**src/rtl/kre_pkg.sv**
```systemverilog
// Shared types and constants for the Kalman RTT estimator.
// Used by kre_ctrl, kre_datapath and kalman_rtt_estimator; depends on nothing.
package kre_pkg;

   localparam int FIELD_W    = 32;  // width of the RTT fields on the stream ports
   localparam int REG_W      = 32;  // width of every configuration register
   localparam int CSR_ADDR_W = 2;

   localparam logic [CSR_ADDR_W-1:0] REG_PROCESS_NOISE     = 2'd0;
   localparam logic [CSR_ADDR_W-1:0] REG_MEASUREMENT_NOISE = 2'd1;
   localparam logic [CSR_ADDR_W-1:0] REG_MIN_OUTPUT        = 2'd2;
   localparam logic [CSR_ADDR_W-1:0] REG_MAX_OUTPUT        = 2'd3;

   typedef enum logic [2:0] {
      ST_IDLE,
      ST_PREP,
      ST_SETUP,
      ST_DIV,
      ST_GAIN,
      ST_MUL,
      ST_UPDATE,
      ST_OUT
   } state_type;

   typedef struct packed {
      logic load_in;
      logic prep;
      logic setup;
      logic div_step;
      logic gain;
      logic mul_step;
      logic update;
      logic load_out;
   } cmd_type;

   typedef struct packed {
      logic div_last;
      logic mul_last;
   } status_type;

   typedef struct packed {
      logic [REG_W-1:0] process_noise;
      logic [REG_W-1:0] measurement_noise;
      logic [REG_W-1:0] min_output;
      logic [REG_W-1:0] max_output;
   } cfg_type;

endpackage

```
**src/rtl/kre_ctrl.sv**
```systemverilog
// Sequencer of the Kalman RTT estimator: steps one item through the datapath.
// Depends on kre_pkg for the state, command and status types.
module kre_ctrl (
   input  logic                clock,
   input  logic                reset,
   input  logic                req_tvalid,
   output logic                req_tready,
   output logic                rsp_tvalid,
   input  logic                rsp_tready,
   input  kre_pkg::status_type status,
   output kre_pkg::cmd_type    cmd
);

   kre_pkg::state_type state_ff, state_in;
   logic               rsp_valid_ff, rsp_valid_in;
   logic               slot_free;

   assign slot_free = !rsp_valid_ff || rsp_tready;

   always_comb begin
      state_in = state_ff;
      case (state_ff)
         kre_pkg::ST_IDLE:   if (req_tvalid) state_in = kre_pkg::ST_PREP;
         kre_pkg::ST_PREP:   state_in = kre_pkg::ST_SETUP;
         kre_pkg::ST_SETUP:  state_in = kre_pkg::ST_DIV;
         kre_pkg::ST_DIV:    if (status.div_last) state_in = kre_pkg::ST_GAIN;
         kre_pkg::ST_GAIN:   state_in = kre_pkg::ST_MUL;
         kre_pkg::ST_MUL:    if (status.mul_last) state_in = kre_pkg::ST_UPDATE;
         kre_pkg::ST_UPDATE: state_in = kre_pkg::ST_OUT;
         kre_pkg::ST_OUT:    if (slot_free) state_in = kre_pkg::ST_IDLE;
         default:            state_in = kre_pkg::ST_IDLE;
      endcase
   end

   always_comb begin
      cmd        = '0;
      req_tready = 1'b0;
      case (state_ff)
         kre_pkg::ST_IDLE: begin
            req_tready  = 1'b1;
            cmd.load_in = req_tvalid;
         end
         kre_pkg::ST_PREP:   cmd.prep     = 1'b1;
         kre_pkg::ST_SETUP:  cmd.setup    = 1'b1;
         kre_pkg::ST_DIV:    cmd.div_step = 1'b1;
         kre_pkg::ST_GAIN:   cmd.gain     = 1'b1;
         kre_pkg::ST_MUL:    cmd.mul_step = 1'b1;
         kre_pkg::ST_UPDATE: cmd.update   = 1'b1;
         kre_pkg::ST_OUT:    cmd.load_out = slot_free;
         default:            cmd          = '0;
      endcase
   end

   // Hold the result until taken; a new load may replace one taken this cycle.
   always_comb begin
      rsp_valid_in = rsp_valid_ff;
      if (cmd.load_out) begin
         rsp_valid_in = 1'b1;
      end else if (rsp_tready) begin
         rsp_valid_in = 1'b0;
      end
   end

   always_ff @(posedge clock) begin
      if (reset) begin
         state_ff     <= kre_pkg::ST_IDLE;
         rsp_valid_ff <= 1'b0;
      end else begin
         state_ff     <= state_in;
         rsp_valid_ff <= rsp_valid_in;
      end
   end

   assign rsp_tvalid = rsp_valid_ff;

endmodule

```
**src/rtl/kre_datapath.sv**
```systemverilog
// Datapath of the Kalman RTT estimator: filter state, restoring gain divider,
// shift-add multipliers, clamp and output register. Depends on kre_pkg.
module kre_datapath #(
   parameter int RTT_BITS  = 32,
   parameter int FRAC_BITS = 16
) (
   input  logic                             clock,
   input  logic                             reset,
   input  kre_pkg::cmd_type                 cmd,
   output kre_pkg::status_type              status,
   input  kre_pkg::cfg_type                 cfg,
   input  logic [kre_pkg::FIELD_W-1:0]      meas_rtt,
   output logic [kre_pkg::FIELD_W-1:0]      out_rtt,
   output logic                             out_clamped
);

   localparam int S    = RTT_BITS + FRAC_BITS;
   localparam int WW   = ((S > kre_pkg::REG_W) ? S : kre_pkg::REG_W) + 1;
   localparam int PW   = S + FRAC_BITS + 1;
   localparam int CMPW = (RTT_BITS > kre_pkg::FIELD_W) ? RTT_BITS : kre_pkg::FIELD_W;
   localparam int CNTW = $clog2(FRAC_BITS + 1);
   localparam logic [FRAC_BITS:0] ONE = {1'b1, {FRAC_BITS{1'b0}}};

   logic [RTT_BITS-1:0]       meas_ff, meas_in;
   logic [S-1:0]              est_ff, est_in, cov_ff, cov_in;
   logic [S-1:0]              midp_ff, midp_in, diff_ff, diff_in;
   logic                      up_ff, up_in;
   logic [WW-1:0]             den_ff, den_in, rem_ff, rem_in;
   logic [FRAC_BITS:0]        quo_ff, quo_in, cg_ff, cg_in;
   logic [PW-1:0]             acc_e_ff, acc_e_in, acc_c_ff, acc_c_in;
   logic [CNTW-1:0]           cnt_ff, cnt_in;
   logic [kre_pkg::FIELD_W-1:0] out_rtt_ff, out_rtt_in;
   logic                      out_clamped_ff, out_clamped_in;

   logic [WW-1:0]             sum_p;
   logic [S-1:0]              midp_sat, meas_fx, step;
   logic [WW:0]               rem2;
   logic                      rem_ge, gain_one;
   logic [FRAC_BITS:0]        gain_fin;
   logic [CMPW-1:0]           e_ext, lo_ext, hi_ext, r_low;
   logic                      below, above;

   // Predicted covariance, saturated to the state width.
   assign sum_p    = WW'(cov_ff) + WW'(cfg.process_noise);
   assign midp_sat = (|sum_p[WW-1:S]) ? {S{1'b1}} : sum_p[S-1:0];
   assign meas_fx  = {meas_ff, {FRAC_BITS{1'b0}}};

   assign rem2     = {rem_ff, 1'b0};
   assign rem_ge   = rem2 >= {1'b0, den_ff};
   // Zero measurement noise makes the gain exactly one.
   assign gain_one = cfg.measurement_noise == '0;
   assign gain_fin = gain_one ? ONE : quo_ff;
   assign step     = acc_e_ff[S+FRAC_BITS-1:FRAC_BITS];

   // Clamp: low bound first, high bound second.
   assign e_ext  = CMPW'(est_ff[S-1:FRAC_BITS]);
   assign lo_ext = CMPW'(cfg.min_output);
   assign hi_ext = CMPW'(cfg.max_output);
   assign below  = e_ext < lo_ext;
   assign r_low  = below ? lo_ext : e_ext;
   assign above  = r_low > hi_ext;

   always_comb begin
      meas_in        = meas_ff;
      est_in         = est_ff;
      cov_in         = cov_ff;
      midp_in        = midp_ff;
      diff_in        = diff_ff;
      up_in          = up_ff;
      den_in         = den_ff;
      rem_in         = rem_ff;
      quo_in         = quo_ff;
      cg_in          = cg_ff;
      acc_e_in       = acc_e_ff;
      acc_c_in       = acc_c_ff;
      cnt_in         = cnt_ff;
      out_rtt_in     = out_rtt_ff;
      out_clamped_in = out_clamped_ff;
      if (cmd.load_in) begin
         meas_in = RTT_BITS'(meas_rtt);
      end
      if (cmd.prep) begin
         midp_in = midp_sat;
         up_in   = meas_fx >= est_ff;
         diff_in = (meas_fx >= est_ff) ? (meas_fx - est_ff) : (est_ff - meas_fx);
      end
      if (cmd.setup) begin
         den_in = WW'(midp_ff) + WW'(cfg.measurement_noise);
         rem_in = WW'(midp_ff);
         quo_in = '0;
         cnt_in = '0;
      end
      if (cmd.div_step) begin
         rem_in = rem_ge ? WW'(rem2 - {1'b0, den_ff}) : rem2[WW-1:0];
         quo_in = {quo_ff[FRAC_BITS-1:0], rem_ge};
         cnt_in = cnt_ff + 1'b1;
      end
      if (cmd.gain) begin
         quo_in   = gain_fin;
         cg_in    = ONE - gain_fin;
         acc_e_in = '0;
         acc_c_in = '0;
         cnt_in   = '0;
      end
      // MSB-first shift-add: gain times difference and (1 - gain) times covariance.
      if (cmd.mul_step) begin
         acc_e_in = {acc_e_ff[PW-2:0], 1'b0} + (quo_ff[FRAC_BITS] ? PW'(diff_ff) : '0);
         acc_c_in = {acc_c_ff[PW-2:0], 1'b0} + (cg_ff[FRAC_BITS] ? PW'(midp_ff) : '0);
         quo_in   = {quo_ff[FRAC_BITS-1:0], 1'b0};
         cg_in    = {cg_ff[FRAC_BITS-1:0], 1'b0};
         cnt_in   = cnt_ff + 1'b1;
      end
      if (cmd.update) begin
         est_in = up_ff ? (est_ff + step) : (est_ff - step);
         cov_in = acc_c_ff[S+FRAC_BITS-1:FRAC_BITS];
      end
      if (cmd.load_out) begin
         out_rtt_in     = above ? hi_ext[kre_pkg::FIELD_W-1:0] : r_low[kre_pkg::FIELD_W-1:0];
         out_clamped_in = below || above;
      end
   end

   always_ff @(posedge clock) begin
      if (reset) begin
         est_ff <= '0;
         cov_ff <= '0;
      end else begin
         est_ff <= est_in;
         cov_ff <= cov_in;
      end
   end

   always_ff @(posedge clock) begin
      meas_ff        <= meas_in;
      midp_ff        <= midp_in;
      diff_ff        <= diff_in;
      up_ff          <= up_in;
      den_ff         <= den_in;
      rem_ff         <= rem_in;
      quo_ff         <= quo_in;
      cg_ff          <= cg_in;
      acc_e_ff       <= acc_e_in;
      acc_c_ff       <= acc_c_in;
      cnt_ff         <= cnt_in;
      out_rtt_ff     <= out_rtt_in;
      out_clamped_ff <= out_clamped_in;
   end

   assign status.div_last = cnt_ff == CNTW'(FRAC_BITS - 1);
   assign status.mul_last = cnt_ff == CNTW'(FRAC_BITS);
   assign out_rtt         = out_rtt_ff;
   assign out_clamped     = out_clamped_ff;

endmodule

```
**src/rtl/kalman_rtt_estimator.sv**
```systemverilog
// Top level of the Kalman RTT estimator: configuration registers, sequencer
// and datapath. Depends on kre_pkg, kre_ctrl and kre_datapath.
//
// Usage:
//   req_* carries one measured RTT sample per item; rsp_* returns one item per
//   sample: the filtered estimate clamped to [min_output, max_output] in
//   rsp_tdata and a clamp flag in rsp_tuser. csr_* writes the four registers
//   (process noise, measurement noise, min and max output); write them only
//   while no item is in flight.
//   Each item walks through the datapath one step per cycle, stalling only
//   in the output stage until the output register frees: a restoring
//   divider produces one gain bit per cycle, then two shift-add multipliers
//   consume one gain bit per cycle. req_tready is high only while no sample
//   is being worked on. The finished item sits in an output register, so the
//   next sample is accepted while it waits; if the receiver still stalls when
//   the next item is done, that item waits in the sequencer until the output
//   register frees.
//   Reset clears estimate and covariance and loads the register defaults.
module kalman_rtt_estimator #(
   parameter int RTT_BITS  = 32,
   parameter int FRAC_BITS = 16
) (
   input  logic                               clock,
   input  logic                               reset,
   input  logic                               req_tvalid,
   output logic                               req_tready,
   input  logic [kre_pkg::FIELD_W-1:0]        req_tdata,  // [31:0] measured_rtt
   output logic                               rsp_tvalid,
   input  logic                               rsp_tready,
   output logic [kre_pkg::FIELD_W-1:0]        rsp_tdata,  // [31:0] predicted_rtt
   output logic                               rsp_tuser,  // [0] was_clamped
   input  logic                               csr_we,
   input  logic [kre_pkg::CSR_ADDR_W-1:0]     csr_addr,
   input  logic [kre_pkg::REG_W-1:0]          csr_wdata
);

   kre_pkg::cfg_type    cfg_ff, cfg_in;
   kre_pkg::cmd_type    cmd;
   kre_pkg::status_type status;

   always_comb begin
      cfg_in = cfg_ff;
      if (csr_we) begin
         case (csr_addr)
            kre_pkg::REG_PROCESS_NOISE:     cfg_in.process_noise     = csr_wdata;
            kre_pkg::REG_MEASUREMENT_NOISE: cfg_in.measurement_noise = csr_wdata;
            kre_pkg::REG_MIN_OUTPUT:        cfg_in.min_output        = csr_wdata;
            kre_pkg::REG_MAX_OUTPUT:        cfg_in.max_output        = csr_wdata;
            default:                        cfg_in                   = cfg_ff;
         endcase
      end
   end

   always_ff @(posedge clock) begin
      if (reset) begin
         cfg_ff.process_noise     <= kre_pkg::REG_W'(65536);
         cfg_ff.measurement_noise <= kre_pkg::REG_W'(65536);
         cfg_ff.min_output        <= '0;
         cfg_ff.max_output        <= '1;
      end else begin
         cfg_ff <= cfg_in;
      end
   end

   kre_ctrl u_ctrl (
      .clock      (clock),
      .reset      (reset),
      .req_tvalid (req_tvalid),
      .req_tready (req_tready),
      .rsp_tvalid (rsp_tvalid),
      .rsp_tready (rsp_tready),
      .status     (status),
      .cmd        (cmd)
   );

   kre_datapath #(
      .RTT_BITS  (RTT_BITS),
      .FRAC_BITS (FRAC_BITS)
   ) u_datapath (
      .clock       (clock),
      .reset       (reset),
      .cmd         (cmd),
      .status      (status),
      .cfg         (cfg_ff),
      .meas_rtt    (req_tdata),
      .out_rtt     (rsp_tdata),
      .out_clamped (rsp_tuser)
   );

   // An accepted sample starts its work in the next cycle.
   assert property (@(posedge clock) disable iff (reset)
      (req_tvalid && req_tready) |=> (cmd.prep && !req_tready))
      else $error("accepted sample did not start");

   // Never overwrite a result the receiver has not taken.
   assert property (@(posedge clock) disable iff (reset)
      cmd.load_out |-> (!rsp_tvalid || rsp_tready))
      else $error("output register overwritten");

   // The estimate is written back exactly once, right before the output stage.
   assert property (@(posedge clock) disable iff (reset)
      cmd.update |=> (!cmd.update && !req_tready))
      else $error("update not followed by output stage");

endmodule
```
**config.mk**
```make
export PLATFORM = sky130hd
export DESIGN_NAME = kalman_rtt_estimator
export DESIGN_NICKNAME = d
export VERILOG_FILES = /design/src/rtl/kre_pkg.sv /design/src/rtl/kre_ctrl.sv /design/src/rtl/kre_datapath.sv /design/src/rtl/kalman_rtt_estimator.sv
export SDC_FILE = /design/constraint.sdc
export NUM_CORES = 2
export LEC_CHECK = 0
export BUFFER_PORTS_ARGS = -buffer_cell sky130_fd_sc_hd__buf_2
export CAP_MARGIN = 0
export CORE_MARGIN = 2
export CORE_UTILIZATION = 60
export CTS_CLUSTER_DIAMETER = 120
export DETAILED_ROUTE_END_ITERATION = 10
export PLACE_DENSITY = 0.78
export SETUP_SLACK_MARGIN = 0.15
export SYNTH_ARGS = -nofsm -noshare
export SYNTH_HDL_FRONTEND = slang
export SYNTH_SLANG_ARGS = --single-unit
```
**constraint.sdc**
```tcl
create_clock -name clock -period 6.5 [get_ports clock]
set_input_delay 0.65 -clock clock [delete_from_list [all_inputs] [get_ports clock]]
set_output_delay 0.65 -clock clock [all_outputs]
set_load 0.1 [all_outputs]
```
==> results.txt <==
combinational family with the most area after synthesis - compound AO/OA/AOI/OAI gates
normalized max-slew margin - 0.212
async set or reset register ratio after synthesis - 0
Port Buffers - 105
Clock Skews - 0.0307 ns
final setup fails - 0
die height - 281 um
Resized cells post-CTS - 0
Tot GR Track Use - 0.321
fin nets - 5696
LEAKAGE - 0.0212 uW
Clock transition at path regs - 0.06 ns
fmax - 169 MHz
DR iter-0 viols - 3202
Initial Util - 0.607
setup ws final - 0.595 ns
R2R Setup Slk - 0.59 ns
Slew Limit Fails - 0
RSZ-0062 raised after global routing - false
CTS Hold Buffers Added - 0
period utilisation layout - 0.908
Synth Area in XOR/XNOR - 0.0643
top_reg_cell synth - edfxtp_1
synthesized area per cell - 8.77 um2
Rows - 101
Synth Instances - 5265
fin crit period - 5.91 ns
initial antenna violation count - 0
DRT Pass-1 Iters - 6
share of layout cells above drive strength 1 - 0.0675
Seq cells post-synth - 655
first-pass GRT wire length - 203000 um
setup_tns - 0 ns
Max Fanout on Critical Path - 33
unique cell type count in the Yosys netlist - 96
CTS Root Cell - clkbuf_16
clock tree sinks - 655
H-Tree Depth - 3
worst-skew pair later-pin latency - 0.64 ns
kind of critical path - reg2reg
Post-Synthesis Cell Area - 46200 um2
largest net degree at the start of global routing - 80
Core Region - 76100 um2
Fin. Hold Viols - 0
Overflow after GRT - 0
routed len/inst - 20.3 um
Detail Route Antenna Nets - 0
status - complete, no violations
CTS tree - built
pre-CTS setup slack - 0.750 ns
Synth-to-Final Area Change - 8.25%
vias in the first global route - 37500
worst hold path class - in2reg
GPL Wtd Cong - 0.932
EDFF count, synth - 425
Ys Warns - 0
Via density - 6.19
Compound-Gate Fraction of Synth Area - 0.206
Routed WL - 129000 um
CP Data Required Time - 6.86 ns
Setup crit end kind - flop
mux share of post-synthesis cell area - 0.0249
IR drop worst, VDD - 251 uV
worst-case clock buffer depth - 3
DRC violations left - 0
CP Launch Type - flop
commonest cells after routing, fill and taps aside - 712 x nand2_1, 576 x a21oi_1, 425 x edfxtp_1
post-CTS setup buffers - 0
number of max-cap violations - 0
sequential area share after synthesis - 0.376
dpl hpwl - 96100 um
Simple-Gate Fraction of Synth Area - 0.177
syn_nets - 5732
Pwr per Cell Area - 360 nW/um2
CTS Buf Count - 74
IO Count - 106
most common cell after layout, fill and taps aside - nand2_1
die width - 281 um
worst slew pin tran - 1.18 ns
fillers - 6323
worst path arrival time - 6.27 ns
adder-cell share of the synthesized area - 0.108
full die area - 79200 um2
DR vias - 39200
==> final cells by class <==
| class | instances | area, um2 | share of cell area |
|---|---|---|---|
| repair buffers | 138 | 792 | 0.0158 |
| diodes | 1 | 2.50 | 0.0000500 |
| inverters | 277 | 1040 | 0.0208 |
| clock buffers | 109 | 2250 | 0.0451 |
| multi-input cells | 4083 | 26900 | 0.538 |
| flip-flops and latches | 655 | 17400 | 0.347 |
| well taps | 1030 | 1290 | 0.0258 |
| clock inverters | 29 | 343 | 0.00686 |
==> through the flow <==
| stage | instances | hold WS (ns) | utilization | total power [uW] | area (um2) |
|---|---|---|---|---|---|
| 2_1_floorplan | 5265 | 0.436 | - | 11600 | 46200 |
| 3_3_place_gp | 6183 | 0.442 | 0.623 | 13300 | 47400 |
| 3_5_place_dp | 6183 | 0.448 | 0.623 | 13400 | 47400 |
| 4_1_cts | 6321 | 0.175 | 0.657 | 17900 | 50000 |
| 5_1_grt | 6321 | 0.187 | 0.657 | 19000 | 50000 |
| 6_report | 6322 | 0.198 | 0.657 | 18000 | 50000 |
==> sequential cells by signal, indices dropped and copies added, names as in the netlist <==
| name | cells |
|---|---|
| cfg_ff | 128 |
| u_ctrl.rsp_tvalid | 1 |
| u_ctrl.state_ff | 3 |
| u_datapath.acc_c_ff | 64 |
| u_datapath.acc_e_ff | 64 |
| u_datapath.cg_ff | 17 |
| u_datapath.cnt_ff | 5 |
| u_datapath.cov_ff | 48 |
| u_datapath.den_ff | 49 |
| u_datapath.diff_ff | 48 |
| u_datapath.est_ff | 48 |
| u_datapath.meas_ff | 32 |
| u_datapath.midp_ff | 48 |
| u_datapath.out_clamped | 1 |
| u_datapath.out_rtt | 32 |
| u_datapath.quo_ff | 17 |
| u_datapath.rem_ff | 49 |
| u_datapath.up_ff | 1 |
==> report_power, final <==
| group | internal, uW | switching, uW |
|---|---|---|
| registers | 5480 | 566 |
| logic | 2840 | 4660 |
| clock network | 2660 | 1800 |
| total | 11000 | 7020 |
==> worst max-delay path, cell delays in order (launching register included) <==
cell and delay, ns:
dfxtp_1 0.33, inv_1 0.06, ha_1 0.28, a21o_1 0.16, a21o_1 0.17, a211oi_1 0.24, o21bai_1 0.10, a31oi_1 0.26
o41ai_1 0.21, a31oi_4 0.68, buf_4 0.28, mux2i_1 0.29, ha_1 0.21, a21o_1 0.11, a21o_1 0.11, a21o_1 0.11
a21oi_1 0.06, nor2b_1 0.12, o211ai_1 0.09, o211ai_1 0.18, a221oi_1 0.21, a21oi_4 0.92, mux2_2 0.43
==> cell families (layout without fill, tap and decap cells) <==
| family | Yosys count | after routing |
|---|---|---|
| and+or+nand+nor | 1727 | 1727 |
| AOI/OAI and AO/OA | 1511 | 1511 |
| DFF | 655 | 655 |
| buffers and inverters | 527 | 553 |
| adders and majority gates | 396 | 396 |
| xor gates and xnor gates | 338 | 338 |
| muxes | 111 | 111 |
| other | 0 | 1 |
==> path summary, 6_finish.rpt <==
path	from	to	cells after the start
max reg2reg	cfg_ff[33]	u_datapath.out_rtt[1]	22
min reg2reg	cfg_ff[37]	cfg_ff[37]	2
min	req_tdata[1]	u_datapath.meas_ff[1]	1
max	cfg_ff[33]	u_datapath.out_rtt[1]	22
==> Yosys cell counts, types with 16 or more instances <==
cell / count / area share
o21bai_1: 49 / 0.0080
mux2i_1: 79 / 0.017
mux2_2: 32 / 0.0078
dfxtp_1: 230 / 0.10
and3_1: 42 / 0.0057
nor4_1: 29 / 0.0039
xnor2_1: 197 / 0.037
clkbuf_1: 216 / 0.018
a31oi_1: 52 / 0.0070
nand3_1: 99 / 0.011
o31ai_1: 23 / 0.0037
a21o_1: 186 / 0.030
nor3b_1: 16 / 0.0026
nand4_1: 83 / 0.011
a21oi_1: 577 / 0.063
a22o_1: 28 / 0.0053
nor2_1: 332 / 0.027
o21ai_0: 265 / 0.029
nor2b_1: 48 / 0.0065
or3_1: 32 / 0.0043
xor2_1: 140 / 0.027
nand2b_1: 48 / 0.0065
buf_1: 16 / 0.0013
and2_1: 125 / 0.017
edfxtp_1: 425 / 0.28
nand2_1: 715 / 0.058
ha_1: 389 / 0.11
inv_1: 276 / 0.022
o21a_1: 47 / 0.0076
a21boi_0: 16 / 0.0026
o211ai_1: 71 / 0.012
nor3_1: 77 / 0.0083
a211oi_1: 43 / 0.0070
==> routing by layer <==
metal | wire length, um | vias up | GRT usage
met5 | 0 | - | 0
met4 | 5720 | 0 | 0.132
met3 | 7740 | 263 | 0.0398
met2 | 60500 | 1302 | 0.539
met1 | 54600 | 18600 | 0.421
li1 | - | 19000 | -
(Power assumes the default switching activity.)
